$ cat config.mk
export PLATFORM = sky130hd
export DESIGN_NAME = boot_download_frame_receiver_unit
export DESIGN_NICKNAME = d
export VERILOG_FILES = /design/src/rtl/bdfr_pkg.sv /design/src/rtl/bdfr_cfg_regs.sv /design/src/rtl/bdfr_frame_acc.sv /design/src/rtl/bdfr_cmd_eval.sv /design/src/rtl/boot_download_frame_receiver_unit.sv
export SDC_FILE = /design/constraint.sdc
export NUM_CORES = 1
export LEC_CHECK = 0
export BUFFER_PORTS_ARGS = -buffer_cell sky130_fd_sc_hd__buf_2
export CAP_MARGIN = 20
export CELL_PAD_IN_SITES_DETAIL_PLACEMENT = 1
export CELL_PAD_IN_SITES_GLOBAL_PLACEMENT = 1
export CORE_UTILIZATION = 40
export CTS_CLUSTER_SIZE = 10
export DETAILED_ROUTE_END_ITERATION = 8
export GPL_TIMING_DRIVEN = 0
export PLACE_DENSITY = 0.74
export SYNTH_ARGS = -nofsm -noshare
export SYNTH_HDL_FRONTEND = slang
export SYNTH_HIERARCHICAL = 1
export SYNTH_SLANG_ARGS = --single-unit
export TNS_END_PERCENT = 30
$ cat constraint.sdc
create_clock -name clk -period 5.9 [get_ports clk]
set_clock_uncertainty 0.2 [all_clocks]
set_input_delay 1.77 -clock clk [delete_from_list [all_inputs] [get_ports clk]]
set_output_delay 1.77 -clock clk [all_outputs]
set_load 0.03 [all_outputs]
$ cat src/rtl/bdfr_pkg.sv
`timescale 1ns / 1ps
// ----------------------------------------------------------------------------
// Boot download frame receiver package
// Shared types, register map, reset values and protocol constants.
// ----------------------------------------------------------------------------
package bdfr_pkg;

	// Largest frame length that the byte counter tracks before it saturates.
	localparam int unsigned MAX_FRAME_BYTES_DEF = 2048;

	// Configuration port geometry: five 32-bit registers on a word grid.
	localparam int unsigned CFG_DATA_W = 32;
	localparam int unsigned CFG_ADDR_W = 5;

	// Frame constants.
	localparam logic [7:0] HDR_SYNC   = 8'hAA;
	localparam logic [7:0] REPLY_SYNC = 8'h55;
	localparam logic [7:0] MIN_STATION = 8'd2;

	// Register reset values.
	localparam logic [7:0]  RST_STATION     = 8'd2;
	localparam logic [7:0]  RST_CODE_BOOT   = 8'd1;
	localparam logic [7:0]  RST_CODE_ERASE  = 8'd2;
	localparam logic [7:0]  RST_CODE_DATA   = 8'd3;
	localparam logic [15:0] RST_MAX_PAYLOAD = 16'd1024;

	typedef enum logic [2:0] {
		REG_STATION     = 3'd0,
		REG_CODE_BOOT   = 3'd1,
		REG_CODE_ERASE  = 3'd2,
		REG_CODE_DATA   = 3'd3,
		REG_MAX_PAYLOAD = 3'd4
	} cfg_reg_e;

	typedef enum logic [1:0] {
		REPLY_NONE     = 2'd0,
		REPLY_BOOT     = 2'd1,
		REPLY_ERASE    = 2'd2,
		REPLY_DATA_ACK = 2'd3
	} reply_kind_e;

	typedef enum logic [1:0] {
		DL_IDLE        = 2'd0,
		DL_BOOT        = 2'd1,
		DL_ERASING     = 2'd2,
		DL_PROGRAMMING = 2'd3
	} dl_status_e;

	typedef struct packed {
		logic [7:0]  station_address;
		logic [7:0]  code_enter_boot;
		logic [7:0]  code_erase;
		logic [7:0]  code_data;
		logic [15:0] max_payload;
	} cfg_t;

	typedef struct packed {
		logic [7:0] rx_byte;
		logic       frame_end;
	} in_item_t;

	typedef struct packed {
		logic        frame_accepted;
		logic [1:0]  reply_kind;
		logic [1:0]  download_status;
		logic [7:0]  packet_number;
		logic [7:0]  packet_total;
		logic [15:0] payload_length;
		logic        program_packet;
		logic        download_done;
		logic [7:0]  reply_checksum;
	} out_item_t;

	// What the frame accumulator knows about the frame so far.
	typedef struct packed {
		logic            len_cmd_ok;   // at least four bytes before the checksum
		logic            len_data_ok;  // at least eight bytes before the checksum
		logic            len_in_range; // count has not saturated
		logic [7:0]      running_sum;
		logic [7:0][7:0] hdr;          // header bytes, hdr[0] first
	} frame_info_t;

endpackage

$ cat src/rtl/bdfr_cfg_regs.sv
`timescale 1ns / 1ps
// ----------------------------------------------------------------------------
// Configuration registers
// APB-style register file for station address, command codes and payload limit.
// ----------------------------------------------------------------------------
module bdfr_cfg_regs (
	input  logic                             clk,
	input  logic                             arst_n,
	input  logic                             psel,
	input  logic                             penable,
	input  logic                             pwrite,
	input  logic [bdfr_pkg::CFG_ADDR_W-1:0]  paddr,
	input  logic [bdfr_pkg::CFG_DATA_W-1:0]  pwdata,
	output logic [bdfr_pkg::CFG_DATA_W-1:0]  prdata,
	output logic                             pready,
	output bdfr_pkg::cfg_t                   cfg
);
	import bdfr_pkg::*;

	cfg_t     cfg_q;
	cfg_reg_e reg_sel;
	logic     wr_en;

	assign reg_sel = cfg_reg_e'(paddr[CFG_ADDR_W-1:2]);
	assign wr_en   = psel & penable & pwrite;
	assign pready  = 1'b1;
	assign cfg     = cfg_q;

	always_ff @(posedge clk or negedge arst_n) begin
		if (!arst_n) begin
			cfg_q.station_address <= RST_STATION;
			cfg_q.code_enter_boot <= RST_CODE_BOOT;
			cfg_q.code_erase      <= RST_CODE_ERASE;
			cfg_q.code_data       <= RST_CODE_DATA;
			cfg_q.max_payload     <= RST_MAX_PAYLOAD;
		end else if (wr_en) begin
			case (reg_sel)
				REG_STATION:     cfg_q.station_address <= pwdata[7:0];
				REG_CODE_BOOT:   cfg_q.code_enter_boot <= pwdata[7:0];
				REG_CODE_ERASE:  cfg_q.code_erase      <= pwdata[7:0];
				REG_CODE_DATA:   cfg_q.code_data       <= pwdata[7:0];
				REG_MAX_PAYLOAD: cfg_q.max_payload     <= pwdata[15:0];
				default: ;
			endcase
		end
	end

	always_comb begin
		case (reg_sel)
			REG_STATION:     prdata = {24'd0, cfg_q.station_address};
			REG_CODE_BOOT:   prdata = {24'd0, cfg_q.code_enter_boot};
			REG_CODE_ERASE:  prdata = {24'd0, cfg_q.code_erase};
			REG_CODE_DATA:   prdata = {24'd0, cfg_q.code_data};
			REG_MAX_PAYLOAD: prdata = {16'd0, cfg_q.max_payload};
			default:         prdata = '0;
		endcase
	end

endmodule

$ cat src/rtl/bdfr_frame_acc.sv
`timescale 1ns / 1ps
// ----------------------------------------------------------------------------
// Frame accumulator
// Counts frame bytes, keeps the running 8-bit sum and the first eight bytes.
// ----------------------------------------------------------------------------
module bdfr_frame_acc #(
	parameter int unsigned MAX_FRAME_BYTES = bdfr_pkg::MAX_FRAME_BYTES_DEF
) (
	input  logic                  clk,
	input  logic                  arst_n,
	input  logic                  byte_en,
	input  logic                  frame_clear,
	input  logic [7:0]            rx_byte,
	output bdfr_pkg::frame_info_t info
);
	import bdfr_pkg::*;

	localparam int unsigned POS_W = $clog2(MAX_FRAME_BYTES + 1);
	localparam logic [POS_W-1:0] POS_MAX = POS_W'(MAX_FRAME_BYTES);

	logic [POS_W-1:0] pos_q;
	logic [7:0]       sum_q;
	logic [7:0][7:0]  hdr_q;
	logic             in_hdr;

	assign in_hdr = (pos_q[POS_W-1:3] == '0);

	always_ff @(posedge clk or negedge arst_n) begin
		if (!arst_n) begin
			pos_q <= '0;
			sum_q <= '0;
		end else if (frame_clear) begin
			pos_q <= '0;
			sum_q <= '0;
		end else if (byte_en) begin
			sum_q <= sum_q + rx_byte;
			if (pos_q < POS_MAX) begin
				pos_q <= pos_q + 1'b1;
			end
		end
	end

	// Header bytes need no reset: each is written before it is looked at.
	always_ff @(posedge clk) begin
		if (byte_en && in_hdr) begin
			hdr_q[pos_q[2:0]] <= rx_byte;
		end
	end

	assign info.len_cmd_ok   = (pos_q >= POS_W'(4));
	assign info.len_data_ok  = (pos_q >= POS_W'(8));
	assign info.len_in_range = (pos_q < POS_MAX);
	assign info.running_sum  = sum_q;
	assign info.hdr          = hdr_q;

endmodule

$ cat src/rtl/bdfr_cmd_eval.sv
`timescale 1ns / 1ps
// ----------------------------------------------------------------------------
// Command evaluator
// Checks a finished frame, acts on its command and keeps the download status.
// ----------------------------------------------------------------------------
module bdfr_cmd_eval (
	input  logic                  clk,
	input  logic                  arst_n,
	input  logic                  eval_en,
	input  logic [7:0]            rx_byte,
	input  bdfr_pkg::frame_info_t info,
	input  bdfr_pkg::cfg_t        cfg,
	output bdfr_pkg::out_item_t   result
);
	import bdfr_pkg::*;

	dl_status_e status_q;
	logic [7:0] last_q;

	dl_status_e  status_d;
	logic [7:0]  last_d;
	logic [7:0]  cmd;
	logic        hdr_ok;
	logic        frame_ok;
	logic        is_boot;
	logic        is_erase;
	logic        is_data;
	logic [7:0]  pnum;
	logic [7:0]  ptot;
	logic [15:0] plen;
	logic        in_order;
	logic        dup;
	logic        pkt_ok;
	logic [7:0]  sync_sum;
	logic [7:0]  code_sel;

	always_comb begin
		cmd      = info.hdr[3];
		is_boot  = (cmd == cfg.code_enter_boot);
		is_erase = !is_boot && (cmd == cfg.code_erase);
		is_data  = !is_boot && !is_erase && (cmd == cfg.code_data);

		hdr_ok = info.len_cmd_ok && info.len_in_range
			&& (cfg.station_address >= MIN_STATION)
			&& (info.hdr[0] == HDR_SYNC) && (info.hdr[1] == HDR_SYNC)
			&& (info.hdr[2] == cfg.station_address)
			&& (rx_byte == info.running_sum);
		// A data frame must also carry the four packet header bytes.
		frame_ok = hdr_ok && !(is_data && !info.len_data_ok);

		ptot     = info.hdr[4];
		pnum     = info.hdr[5];
		plen     = {info.hdr[7], info.hdr[6]};
		pkt_ok   = (plen <= cfg.max_payload) && (pnum <= ptot);
		in_order = (({1'b0, last_q} + 9'd1) == {1'b0, pnum});
		dup      = (last_q == pnum);

		status_d = status_q;
		last_d   = last_q;
		result   = '0;

		if (frame_ok) begin
			if (is_boot) begin
				status_d              = DL_BOOT;
				last_d                = '0;
				result.frame_accepted = 1'b1;
				result.reply_kind     = REPLY_BOOT;
			end else if (is_erase) begin
				status_d              = DL_ERASING;
				last_d                = '0;
				result.frame_accepted = 1'b1;
				result.reply_kind     = REPLY_ERASE;
			end else if (is_data &&
					(status_q == DL_ERASING || status_q == DL_PROGRAMMING)) begin
				result.packet_number  = pnum;
				result.packet_total   = ptot;
				result.payload_length = plen;
				if (pkt_ok && in_order) begin
					last_d                = pnum;
					result.frame_accepted = 1'b1;
					result.reply_kind     = REPLY_DATA_ACK;
					result.program_packet = 1'b1;
					if (pnum == ptot) begin
						result.download_done = 1'b1;
						status_d             = DL_IDLE;
					end else begin
						status_d = DL_PROGRAMMING;
					end
				end else if (pkt_ok && dup) begin
					result.frame_accepted = 1'b1;
					result.reply_kind     = REPLY_DATA_ACK;
					status_d              = DL_PROGRAMMING;
				end
			end else begin
				// Unknown command, or data outside a download: drop back to idle.
				status_d              = DL_IDLE;
				result.frame_accepted = 1'b1;
			end
		end

		result.download_status = status_d;

		sync_sum = REPLY_SYNC + REPLY_SYNC + cfg.station_address;
		case (reply_kind_e'(result.reply_kind))
			REPLY_BOOT:     code_sel = cfg.code_enter_boot;
			REPLY_ERASE:    code_sel = cfg.code_erase;
			REPLY_DATA_ACK: code_sel = cfg.code_data + pnum;
			default:        code_sel = '0;
		endcase
		result.reply_checksum = (result.reply_kind == REPLY_NONE) ? 8'd0
			: sync_sum + code_sel;
	end

	always_ff @(posedge clk or negedge arst_n) begin
		if (!arst_n) begin
			status_q <= DL_IDLE;
			last_q   <= '0;
		end else if (eval_en) begin
			status_q <= status_d;
			last_q   <= last_d;
		end
	end

endmodule

$ cat src/rtl/boot_download_frame_receiver_unit.sv
`timescale 1ns / 1ps
// ----------------------------------------------------------------------------
// Boot download frame receiver
// Slave-side frame checker and command handler for a serial firmware download.
// ----------------------------------------------------------------------------
// Each item on the input channel is one received frame byte; the byte marked
// with frame_end is the frame's checksum. The block takes one item per clock
// cycle while in_stall is low. Items are registered on acceptance; a frame's
// checksum byte is evaluated from that input register into the output
// register, and bytes other than the checksum produce no result. The output
// register decouples the two channels: while a result waits to be taken,
// ordinary frame bytes keep flowing, and only a further checksum byte has to
// wait for the output register to free up. The station address, the three
// command codes and the payload limit are to be written through the APB port
// only while no frame is in flight, which the block does not enforce; they
// reset to station 2, codes 1, 2 and 3, and a limit of 1024 bytes. The byte
// counter saturates at MAX_FRAME_BYTES; longer frames are rejected.
// ----------------------------------------------------------------------------
module boot_download_frame_receiver_unit #(
	parameter int unsigned MAX_FRAME_BYTES = bdfr_pkg::MAX_FRAME_BYTES_DEF
) (
	input  logic                            clk,
	input  logic                            arst_n,
	// Configuration port.
	input  logic                            psel,
	input  logic                            penable,
	input  logic                            pwrite,
	input  logic [bdfr_pkg::CFG_ADDR_W-1:0] paddr,
	input  logic [bdfr_pkg::CFG_DATA_W-1:0] pwdata,
	output logic [bdfr_pkg::CFG_DATA_W-1:0] prdata,
	output logic                            pready,
	// Received bytes.
	input  logic                            in_valid,
	output logic                            in_stall,
	input  bdfr_pkg::in_item_t              in_item,
	// Frame results.
	output logic                            out_valid,
	input  logic                            out_stall,
	output bdfr_pkg::out_item_t             out_item
);
	import bdfr_pkg::*;

	cfg_t        cfg;
	frame_info_t info;
	out_item_t   result;

	// Input register.
	logic        valid_s1;
	in_item_t    item_s1;

	// Output register.
	logic        out_valid_q;
	out_item_t   out_item_q;

	logic        advance;
	logic        eval_en;

	// The registered byte moves on unless it is a checksum byte and the
	// output register still holds a result that has not been taken.
	assign advance  = valid_s1 & (~item_s1.frame_end | ~out_valid_q | ~out_stall);
	assign eval_en  = advance & item_s1.frame_end;
	assign in_stall = valid_s1 & ~advance;

	always_ff @(posedge clk or negedge arst_n) begin
		if (!arst_n) begin
			valid_s1 <= 1'b0;
		end else if (!in_stall) begin
			valid_s1 <= in_valid;
		end
	end

	always_ff @(posedge clk) begin
		if (in_valid && !in_stall) begin
			item_s1 <= in_item;
		end
	end

	bdfr_cfg_regs u_cfg (
		.clk     (clk),
		.arst_n  (arst_n),
		.psel    (psel),
		.penable (penable),
		.pwrite  (pwrite),
		.paddr   (paddr),
		.pwdata  (pwdata),
		.prdata  (prdata),
		.pready  (pready),
		.cfg     (cfg)
	);

	bdfr_frame_acc #(
		.MAX_FRAME_BYTES (MAX_FRAME_BYTES)
	) u_acc (
		.clk         (clk),
		.arst_n      (arst_n),
		.byte_en     (advance & ~item_s1.frame_end),
		.frame_clear (eval_en),
		.rx_byte     (item_s1.rx_byte),
		.info        (info)
	);

	bdfr_cmd_eval u_eval (
		.clk     (clk),
		.arst_n  (arst_n),
		.eval_en (eval_en),
		.rx_byte (item_s1.rx_byte),
		.info    (info),
		.cfg     (cfg),
		.result  (result)
	);

	// A new result is only loaded when the register is empty or being taken.
	always_ff @(posedge clk or negedge arst_n) begin
		if (!arst_n) begin
			out_valid_q <= 1'b0;
		end else if (eval_en) begin
			out_valid_q <= 1'b1;
		end else if (!out_stall) begin
			out_valid_q <= 1'b0;
		end
	end

	always_ff @(posedge clk) begin
		if (eval_en) begin
			out_item_q <= result;
		end
	end

	assign out_valid = out_valid_q;
	assign out_item  = out_item_q;

endmodule

==> results by group, run 1 <==
Synth
  • Register area share after synthesis: 54.1%
  • Synth async-reset ratio: 40.0%
  • Syn Inst Count: 830
  • Mapped Area: 0.0104 mm2
  • Leading area contributor after synthesis: edfxtp_1
  • Syn. warnings: 6
  • Dominant cells by area after synthesis: edfxtp_1 35%, dfrtp_1 18%, ha_1 6.5%, mux2_2 5.0%, xor2_1 3.8%
  • Register bit total from synthesis: 200
  • Area fraction of the dominant cell type after synthesis: 34.7%
  • Post-synth EDFFs: 120
  • Post-synth top cells: 120 x edfxtp_1, 74 x dfrtp_1, 58 x nor2_1
  • Most common cell in the netlist: edfxtp_1
  • Mapped Avg Cell Area: 12.5 um2
  • Synth cell types: 77
  • Ys flop type: edfxtp_1

Power and ir drop
  • Pwr per Cell Area: 307 mW/mm2
  • Leakage power: 5.22 nW
  • Maximum VDD drop: 0.000203 V

STA
  • RSZ-0062 raised after global routing: no
  • Min Hold Slack: 0.336 ns
  • Final WS setup: 0.414 ns
  • FMAX: 182 MHz
  • Pins over their slew limit: 0
  • Slew margin rel.: 46.0%
  • TNS Setup: 0 ns
  • Final critical-path required period: 5.49 ns
  • Final hold vios: 0
  • Worst-margin pin slew: 0.807 ns
  • Final setup viols: 0
  • Tcrit/Tclk final: 93.0%

Detailed routing
  • DRT Pass-1 Iters: 5
  • WL per Instance: 20.6 um
  • DR iter-0 viols: 344
  • Final WL: 27.0 mm
  • Drt via density: 5.35
  • Remaining DRCs: 0
  • Antenna Violating Nets Remaining: 0
  • Via count: 7008

Cells and area
  • Fin cells: 1309
  • Multi-input combinational cell area: 0.00441 mm2
  • Layout overhead on the synthesized area: 15.8%
  • Final net count: 1076
  • Final core area utilization: 47.4%
  • Antenna Diode Count: 0
  • Fill cells: 2668
  • Register area: 0.00561 mm2
  • Share of post-route cells with drive strength above 1: 25.7%

Critical path
  • Crit path max-delay family: buffers and inverters
  • Required @ worst endpoint: 3.93 ns
  • R2R Setup Slk: 0.50 ns
  • Slowest stage cell, crit path: clkbuf_1
  • Most common cell on crit path: buf_2
  • Critical path class: primary input to output port
  • Worst stage delay on the critical path: 0.60 ns
  • Worst reg2reg path depth: 22
  • Crit-path cells: buf_2 -> nand2b_1 -> nor2_1 -> clkbuf_1 -> a221o_1 -> buf_2
  • Worst path bufs/invs: 3
  • Crit Path Max Fanout: 10
  • WP data arrival: 3.52 ns
  • Crit end category: output port
  • RR Startpoint: u_acc/pos_q[3]
  • Nature of the critical path startpoint: primary input
  • Worst reg2reg endpoint: out_item[7]

Placed design
  • Place WS: 0.367 ns
  • DP Cell Count: 1275
  • DP Wirelength: 20.1 mm
  • GP Congestion: 0.856
  • Number of port buffers: 97

GRT
  • Total Routing Usage GR: 21.2%
  • Vias in the first global route: 7359
  • Largest net degree at the start of global routing: 67
  • First-pass GRT wire length: 41.8 mm
  • GRT overflow: 0
  • Initial antenna violation count: 0

Floorplan
  • Cell row count: 58
  • Core ar.: 0.0253 mm2
  • Die X: 163 um
  • Die area: 0.0266 mm2
  • Initial core utilization: 41.0%
  • Die height: 163 um
  • # IOs: 135

Status
  • Status: completed

Clock tree
  • CTS sink cnt: 200
  • H-Tree Depth: 4
  • Setup repair bufs after CTS: 0
  • Maximum clock insertion buffer count: 2
  • Clk pin slew, worst setup/hold paths: 0.07 ns
  • PostCTS Resize Cnt: 0
  • Clock Tree Root: clkbuf_16
  • TritonCTS clock tree: done
  • CTS Hold Bufs: 0
  • Worst-Skew Late Latency: 0.45 ns
  • Total CTS buffers: 17

Worst hold path
  • Hold_sp: u_cfg/cfg[14]
  • HP Class: register to register
  • Hold depth: 1
  • Hold endpoint: u_cfg/cfg[14]

Flow run
  • Number of max-cap violations: 0
[how the worst max path moves through the flow]
stage / from / endpoint / slack, ns / depth (start not counted)
global placement: out_stall / u_eval/last_q[4] / -1.91 / 5
detailed placement: u_acc/pos_q[3] / out_item[7] / 0.37 / 22
CTS: u_acc/pos_q[3] / out_item[7] / 0.23 / 22
floorplan: out_stall / u_eval/last_q[1] / 0.29 / 4
global route: u_acc/pos_q[3] / out_item[7] / 0.05 / 22
finish: paddr[3] / prdata[1] / 0.41 / 6
[layout by cell type (no fill, tap or decap), drive strengths merged, types with 26 or more instances in the layout]
cell type and instances:
buf 129, edfxtp 120, dfrtp 74, nor2 62, mux2 56, ha 54
inv 52, xor2 45, clkbuf 35, and3 32, xnor2 31, nand2 31
a21oi 26
[state kept, by name, summed over array words and instances (netlist names)]
name	count
item_s1	9
u_acc/sum_q	8
valid_s1	1
u_acc/info	64
u_eval/status_q	2
out_valid	1
u_eval/last_q	8
u_acc/pos_q	12
u_cfg/cfg	48
out_item	47
[metrics by stage]
stage	cell area (um2)	total power [W]
finish	12000	0.00369
global route	12000	0.00385
CTS	12000	0.00372
global placement	11300	0.00250
floorplan	10400	0.00230
detailed placement	11400	0.00254
[routing by layer]
metal	global-route usage, %	routed length, um
met1	26.6	11300
met4	7.99	726
met2	36.6	13800
met3	3.58	1160
met5	0	0
[layout make-up]
class | count | area share (%)
multi-input cells | 559 | 36.7
well taps | 330 | 3.44
inverters | 46 | 1.44
repair buffers | 102 | 4.77
clock inverters | 10 | 0.864
flip-flops and latches | 200 | 46.7
clock buffers | 22 | 3.96
plain buffers | 40 | 2.08
[report_power, final]
| part | total (W) | switching (W) | internal [W] |
|---|---|---|---|
| Sequential | 0.00179 | 0.000161 | 0.00163 |
| Combinational | 0.000725 | 0.000401 | 0.000324 |
| Clock | 0.00117 | 0.000543 | 0.000629 |
[worst reg2reg max path: cells and delay by family (launching register included)]
| family | cells | cell delay [ns] |
|---|---|---|
| adders and majority gates | 3 | 0.85 |
| xor gates and xnor gates | 1 | 0.18 |
| DFF | 1 | 0.47 |
| buffers and inverters | 3 | 0.51 |
| AOI/OAI and AO/OA | 4 | 0.49 |
| and+or+nand+nor | 11 | 2.42 |
[cells by family after synthesis]
logic type                 Yosys count  synth area share, %
other                                2               0.0724
xor gates and xnor gates            76                 6.42
DFF                                200                 54.1
adders and majority gates           57                 7.09
buffers and inverters               86                 4.08
muxes                               71                 7.97
AOI/OAI and AO/OA                  100                 7.21
and+or+nand+nor                    238                 13.1
Power figures use the tool's default switching activity.
==> inputs of run 2 (changes only) <==
--- a/config.mk
+++ b/config.mk
@@ -5,7 +5,7 @@
 export SDC_FILE = /design/constraint.sdc
 export NUM_CORES = 1
 export LEC_CHECK = 0
-export BUFFER_PORTS_ARGS = -buffer_cell sky130_fd_sc_hd__buf_2
+export BUFFER_PORTS_ARGS = -buffer_cell sky130_fd_sc_hd__buf_4
 export CAP_MARGIN = 20
 export CELL_PAD_IN_SITES_DETAIL_PLACEMENT = 1
 export CELL_PAD_IN_SITES_GLOBAL_PLACEMENT = 1
==> results by group, run 2 (same netlist as run 1, synthesis figures left out) <==
Status
  • Status: completed

Cells and area
  • Most common cell after layout, fill and taps aside: edfxtp_1
  • Antenna Diode Count: 0
  • Share of post-route cells with drive strength above 1: 25.9%
  • Final net count: 1074
  • Commonest non-fill, non-tap cells in the layout: 120 x edfxtp_1, 116 x buf_4, 74 x dfrtp_1
  • Layout overhead on the synthesized area: 18.3%
  • Final core area utilization: 48.5%
  • Max FFs per register: 64
  • Fill cells: 2630
  • Fin cells: 1307

Critical path
  • WP data arrival: 5.40 ns
  • Worst reg2reg endpoint: out_item[7]
  • Crit end category: register
  • Critical path class: register to register
  • Crit Path Max Fanout: 8
  • Worst stage delay on the critical path: 0.54 ns
  • Crit path from: u_cfg/cfg[10]
  • RR Startpoint: u_cfg/cfg[10]
  • Crit-path cells: inv_1 -> ha_1 -> and4_1 -> or4b_4 -> o221a_4 -> o21ai_4 -> nor2_2 -> and4_4 -> buf_6 -> a222oi_1 -> ha_1 -> inv_1 -> ha_1 -> inv_1 -> fa_1 -> nor2b_1 -> o21ai_0 -> nand2b_1 -> a21o_1 -> a21oi_1 -> xnor2_1 -> nand3_1 -> nor3b_2
  • Nature of the critical path startpoint: register
  • R2R Setup Slk: 0.46 ns
  • Worst reg2reg path depth: 23
  • Slowest stage cell, crit path: dfstp_2
  • Required @ worst endpoint: 5.86 ns

GRT
  • Total Routing Usage GR: 20.9%
  • Vias in the first global route: 7363
  • First-pass GRT wire length: 41.4 mm
  • Largest net degree at the start of global routing: 81
  • Initial antenna violation count: 0
  • GRT overflow: 0

Power and ir drop
  • Sw frac: 30.2%
  • Pwr per Cell Area: 305 mW/mm2
  • Clock power frac: 32.1%
  • Internal power: 0.00262 W
  • Flop pwr share: 47.9%
  • Logic pwr share: 20.0%
  • P_sw: 0.00113 W
  • Maximum VDD drop: 0.000163 V
  • Leakage power: 5.29 nW

Detailed routing
  • Remaining DRCs: 0
  • DR iter-0 viols: 305
  • DRT Pass-1 Iters: 5
  • Antenna Violating Nets Remaining: 0
  • Drt via density: 5.35
  • Final WL: 26.6 mm
  • WL per Instance: 20.4 um
  • Via count: 6988

Clock tree
  • Clock Tree Root: clkbuf_16
  • Total CTS buffers: 17
  • Maximum clock insertion buffer count: 2
  • PostCTS Resize Cnt: 0
  • CTS Hold Bufs: 0
  • TritonCTS clock tree: done
  • Clk pin slew, worst setup/hold paths: 0.07 ns
  • H-Tree Depth: 4
  • CTS sink cnt: 200
  • Setup repair bufs after CTS: 0
  • Worst-Skew Late Latency: 0.44 ns

Placed design
  • GP Congestion: 0.858
  • Place WS: 0.360 ns
  • DP Cell Count: 1274
  • Number of port buffers: 97
  • DP Wirelength: 19.3 mm

Floorplan
  • Initial core utilization: 41.0%
  • Die area: 0.0266 mm2
  • Die height: 163 um
  • Cell row count: 58
  • Die X: 163 um
  • # IOs: 135
  • Core ar.: 0.0253 mm2

STA
  • Final hold vios: 0
  • Worst-margin pin slew: 1.05 ns
  • RSZ-0062 raised after global routing: no
  • FMAX: 184 MHz
  • Final WS setup: 0.461 ns
  • Tcrit/Tclk final: 92.2%
  • Final setup viols: 0
  • Slew margin rel.: 29.7%
  • TNS Setup: 0 ns
  • Pins over their slew limit: 0
  • Final critical-path required period: 5.44 ns

Flow run
  • Number of max-cap violations: 0

Worst hold path
  • Hold depth: 1
  • Hold endpoint: u_cfg/cfg[14]
  • Hold_sp: u_cfg/cfg[14]
  • HP Class: register to register
[run 2: changes by cell type in the layout (fill, tap and decap cells not counted)]
cell | previous run | this run
clkinv_8 | 0 | 1
buf_2 | 103 | 5
clkinv_2 | 2 | 1
clkinv_4 | 1 | 2
clkbuf_16 | 18 | 17
clkbuf_8 | 1 | 0
buf_4 | 20 | 116
bufinv_16 | 1 | 2
clkbuf_1 | 16 | 13
inv_8 | 1 | 2
clkinvlp_4 | 0 | 2
[run 2: worst max path at each step]
stage | endpoint | cells past startpoint
global route | out_item[7] | 20
detailed placement | out_item[7] | 20
CTS | out_item[7] | 20
global placement | u_eval/last_q[5] | 5
floorplan | u_eval/last_q[1] | 4
finish | out_item[7] | 23
[run 2: final cells by class]
| class | count | area (um2) | share of cell area, % |
|---|---|---|---|
| multi-input cells | 559 | 4410 | 36.0 |
| well taps | 330 | 413 | 3.36 |
| flip-flops and latches | 200 | 5610 | 45.7 |
| plain buffers | 40 | 250 | 2.04 |
| clock inverters | 15 | 180 | 1.47 |
| clock buffers | 17 | 425 | 3.47 |
| repair buffers | 100 | 803 | 6.55 |
| inverters | 46 | 173 | 1.41 |
[run 2: worst max-delay path: cells and delay by family, from the launching register on]
family / cells / cell delay [ns]
XOR/XNOR: 1 / 0.19
AO/OA/AOI/OAI: 6 / 1.18
adder cells (fa/ha/maj): 4 / 1.17
buffers and inverters: 4 / 0.30
flip-flops: 1 / 0.54
AND/OR/NAND/NOR: 8 / 1.58
[run 2: power by group through the flow]
stage | logic, W | registers, W | clock network, W
detailed placement | 0.000733 | 0.00182 | 0
floorplan | 0.000507 | 0.00179 | 0
global placement | 0.000702 | 0.00182 | 0
global route | 0.000827 | 0.00182 | 0.00128
CTS | 0.000747 | 0.00179 | 0.00123
finish | 0.000748 | 0.00180 | 0.00120
[run 2: stage by stage]
stage / power [W] / cell area (um2) / hold slack [ns]
after global placement: 0.00252 / 11600 / 0.293
after global routing: 0.00393 / 12300 / 0.361
final: 0.00375 / 12300 / 0.337
after CTS: 0.00377 / 12200 / 0.343
after detailed placement: 0.00256 / 11600 / 0.325
after floorplan: 0.00230 / 10400 / 0.282
[run 2: per-layer routing]
metal / wire length (um) / GRT usage [%] / up-vias / part of all wire [%]
met3: 869 / 4.04 / 53 / 3.3
met2: 13300 / 35.4 / 157 / 50
met4: 883 / 8.03 / 0 / 3.3
met5: 0 / 0 / - / 0
li1: - / - / 3260 / -
met1: 11600 / 26.3 / 3518 / 43
==> inputs of run 3 (changes only) <==
--- a/config.mk
+++ b/config.mk
@@ -5,6 +5,7 @@
 export SDC_FILE = /design/constraint.sdc
 export NUM_CORES = 1
 export LEC_CHECK = 0
+export ABC_AREA = 1
 export BUFFER_PORTS_ARGS = -buffer_cell sky130_fd_sc_hd__buf_4
 export CAP_MARGIN = 20
 export CELL_PAD_IN_SITES_DETAIL_PLACEMENT = 1
@@ -13,7 +14,8 @@
 export CTS_CLUSTER_SIZE = 10
 export DETAILED_ROUTE_END_ITERATION = 8
 export GPL_TIMING_DRIVEN = 0
-export PLACE_DENSITY = 0.74
+export PLACE_DENSITY = 0.77
+export REMOVE_ABC_BUFFERS = 1
 export SYNTH_ARGS = -nofsm -noshare
 export SYNTH_HDL_FRONTEND = slang
 export SYNTH_HIERARCHICAL = 1
==> results by group, run 3 <==
Status
  • Status: completed

Detailed routing
  • DRT Pass-1 Iters: 5
  • Max Used Layer: met4
  • WL per Instance: 18.1 um
  • DR WL met2: 15.9 mm
  • DRT met1 WL: 13.7 mm
  • Routed wl met3: 1.29 mm
  • Via count: 9200
  • Antenna Violating Nets Remaining: 0
  • Drt via density: 5.22
  • DR iter-0 viols: 469
  • Remaining DRCs: 0
  • Final WL: 31.9 mm

Clock tree
  • TritonCTS clock tree: done
  • Clock Tree Root: clkbuf_16
  • CTS sink cnt: 200
  • H-Tree Depth: 4
  • Maximum clock insertion buffer count: 2
  • Setup repair bufs after CTS: 0
  • PostCTS Resize Cnt: 0
  • CTS Hold Bufs: 0
  • Worst-Skew Late Latency: 0.44 ns
  • Clk pin slew, worst setup/hold paths: 0.08 ns
  • Total CTS buffers: 17

Synth
  • Post-synth EDFFs: 120
  • Register area share after synthesis: 49.8%
  • Most common cell in the netlist: nand2_1
  • Synth async-reset ratio: 40.0%
  • Syn. warnings: 6
  • Syn Inst Count: 1273
  • Register bit total from synthesis: 200
  • Mapped Avg Cell Area: 8.85 um2
  • Synth cell types: 53
  • Post-synth top cells: 339 x nand2_1, 159 x inv_1, 120 x edfxtp_1
  • Dominant cells by area after synthesis: edfxtp_1 32%, dfrtp_1 16%, nand2_1 11%, ha_1 6.0%, inv_1 5.3%
  • Mapped Area: 0.0113 mm2
  • Ys flop type: edfxtp_1
  • Leading area contributor after synthesis: edfxtp_1
  • Area fraction of the dominant cell type after synthesis: 32.0%

Flow run
  • Number of max-cap violations: 0

Critical path
  • Required @ worst endpoint: 5.89 ns
  • WP data arrival: 5.34 ns
  • Worst reg2reg endpoint: out_item[7]
  • Worst stage delay on the critical path: 0.56 ns
  • Critical path class: register to register
  • Nature of the critical path startpoint: register
  • RR Startpoint: u_acc/info[47]
  • Crit Path Max Fanout: 6
  • Crit end category: register
  • Worst reg2reg path depth: 27
  • R2R Setup Slk: 0.55 ns
  • Setup crit end: out_item[7]
  • Slowest stage cell, crit path: edfxtp_1
  • Crit path from: u_acc/info[47]

Cells and area
  • Share of post-route cells with drive strength above 1: 15.2%
  • Commonest non-fill, non-tap cells in the layout: 339 x nand2_1, 158 x inv_1, 120 x edfxtp_1
  • Antenna Diode Count: 0
  • Layout overhead on the synthesized area: 15.0%
  • Final net count: 1481
  • Most common cell after layout, fill and taps aside: nand2_1
  • Fin cells: 1762
  • Max FFs per register: 64

STA
  • Worst-margin pin slew: 0.781 ns
  • Pins over their slew limit: 0
  • Min Hold Slack: 0.298 ns
  • Final setup viols: 0
  • RSZ-0062 raised after global routing: no
  • Tcrit/Tclk final: 90.8%
  • TNS Setup: 0 ns
  • Slew margin rel.: 47.8%
  • FMAX: 187 MHz
  • Final critical-path required period: 5.35 ns
  • Final hold vios: 0

GRT
  • Largest net degree at the start of global routing: 65
  • Initial antenna violation count: 0
  • Vias in the first global route: 9333
  • Total Routing Usage GR: 22.8%
  • GRT overflow: 0
  • First-pass GRT wire length: 50.1 mm

Worst hold path
  • HP Class: register to register

Placed design
  • GP Congestion: 0.873
  • DP Wirelength: 23.2 mm
  • Number of port buffers: 99
  • DP Cell Count: 1729

Floorplan
  • Die area: 0.0288 mm2
  • Core ar.: 0.0277 mm2
  • Initial core utilization: 40.6%
  • Die X: 170 um
  • # IOs: 135
  • Cell row count: 61
  • Die height: 170 um

Power and ir drop
  • Leakage power: 5.95 nW
  • Pwr per Cell Area: 288 mW/mm2
  • Maximum VDD drop: 0.000149 V
[run 3: changes by cell type after synthesis, moves of 13 or more]
cell	delta
nand4_1	+32
inv_2	+13
and3_1	-32
xor2_1	-31
mux2i_1	-14
nand3_1	+53
inv_1	+113
o21ai_0	+57
nor2_1	+51
mux2_2	-46
nand2_1	+309
xnor2_1	-18
[run 3: per-layer routing]
metal | global-route usage, % | vias up
li1 | - | 4345
met1 | 29.1 | 4553
met2 | 39.0 | 238
met3 | 2.99 | 64
met4 | 8.85 | 0
met5 | 0 | -
[run 3: worst min-delay path by stage]
| stage | to | start | cells past startpoint |
|---|---|---|---|
| 2_1_floorplan | u_eval/status_q[0] | u_eval/status_q[0] | 2 |
| 5_1_grt | u_cfg/cfg[10] | u_cfg/cfg[10] | 2 |
| 3_5_place_dp | u_cfg/cfg[10] | u_cfg/cfg[10] | 2 |
| 6_report | u_cfg/cfg[10] | u_cfg/cfg[10] | 2 |
| 4_1_cts | u_cfg/cfg[10] | u_cfg/cfg[10] | 2 |
| 3_3_place_gp | u_eval/status_q[0] | u_eval/status_q[0] | 2 |
[run 3: logic make-up after synthesis]
| logic type | share of synthesized area [%] |
|---|---|
| buffers and inverters | 8.13 |
| AO/OA/AOI/OAI | 6.57 |
| XOR/XNOR | 2.10 |
| AND/OR/NAND/NOR | 26.8 |
| other | 0.0667 |
| adder cells (fa/ha/maj) | 6.53 |
| flip-flops | 49.8 |
[run 3: power by group]
| part | internal, W | switching [W] | leakage, nW |
|---|---|---|---|
| Sequential | 0.00161 | 0.000152 | 2.12 |
| Clock | 0.000681 | 0.000561 | 0.292 |
| Combinational | 0.000258 | 0.000465 | 3.53 |
[run 3: critical path: cells and delay by family, from the launching register on]
family                   cells  cell delay (ns)
flip-flops                   1             0.56
AO/OA/AOI/OAI                6             1.18
adder cells (fa/ha/maj)      4             1.15
buffers and inverters        5             0.32
XOR/XNOR                     1             0.16
AND/OR/NAND/NOR             11             1.52
[run 3: final cells by class]
| cell class | instances | area (um2) |
|---|---|---|
| sequential | 200 | 5610 |
| tap | 378 | 473 |
| multi-input combinational | 876 | 4790 |
| clock buffer | 18 | 429 |
| fill | 3247 | 14800 |
| inverter | 174 | 654 |
| timing repair buffer | 102 | 806 |
| clock inverter | 14 | 188 |
[run 3: through the flow]
| stage | total power, W | instance area [um2] | setup WS (ns) | utilization (%) |
|---|---|---|---|---|
| floorplan | 0.00223 | 11100 | 1.39 | - |
| global placement | 0.00247 | 12300 | 0.490 | 44.3 |
| detailed placement | 0.00251 | 12300 | 0.509 | 44.5 |
| CTS | 0.00376 | 12900 | 0.486 | 46.7 |
| global route | 0.00391 | 13000 | 0.127 | 46.7 |
| finish | 0.00373 | 13000 | 0.546 | 46.7 |
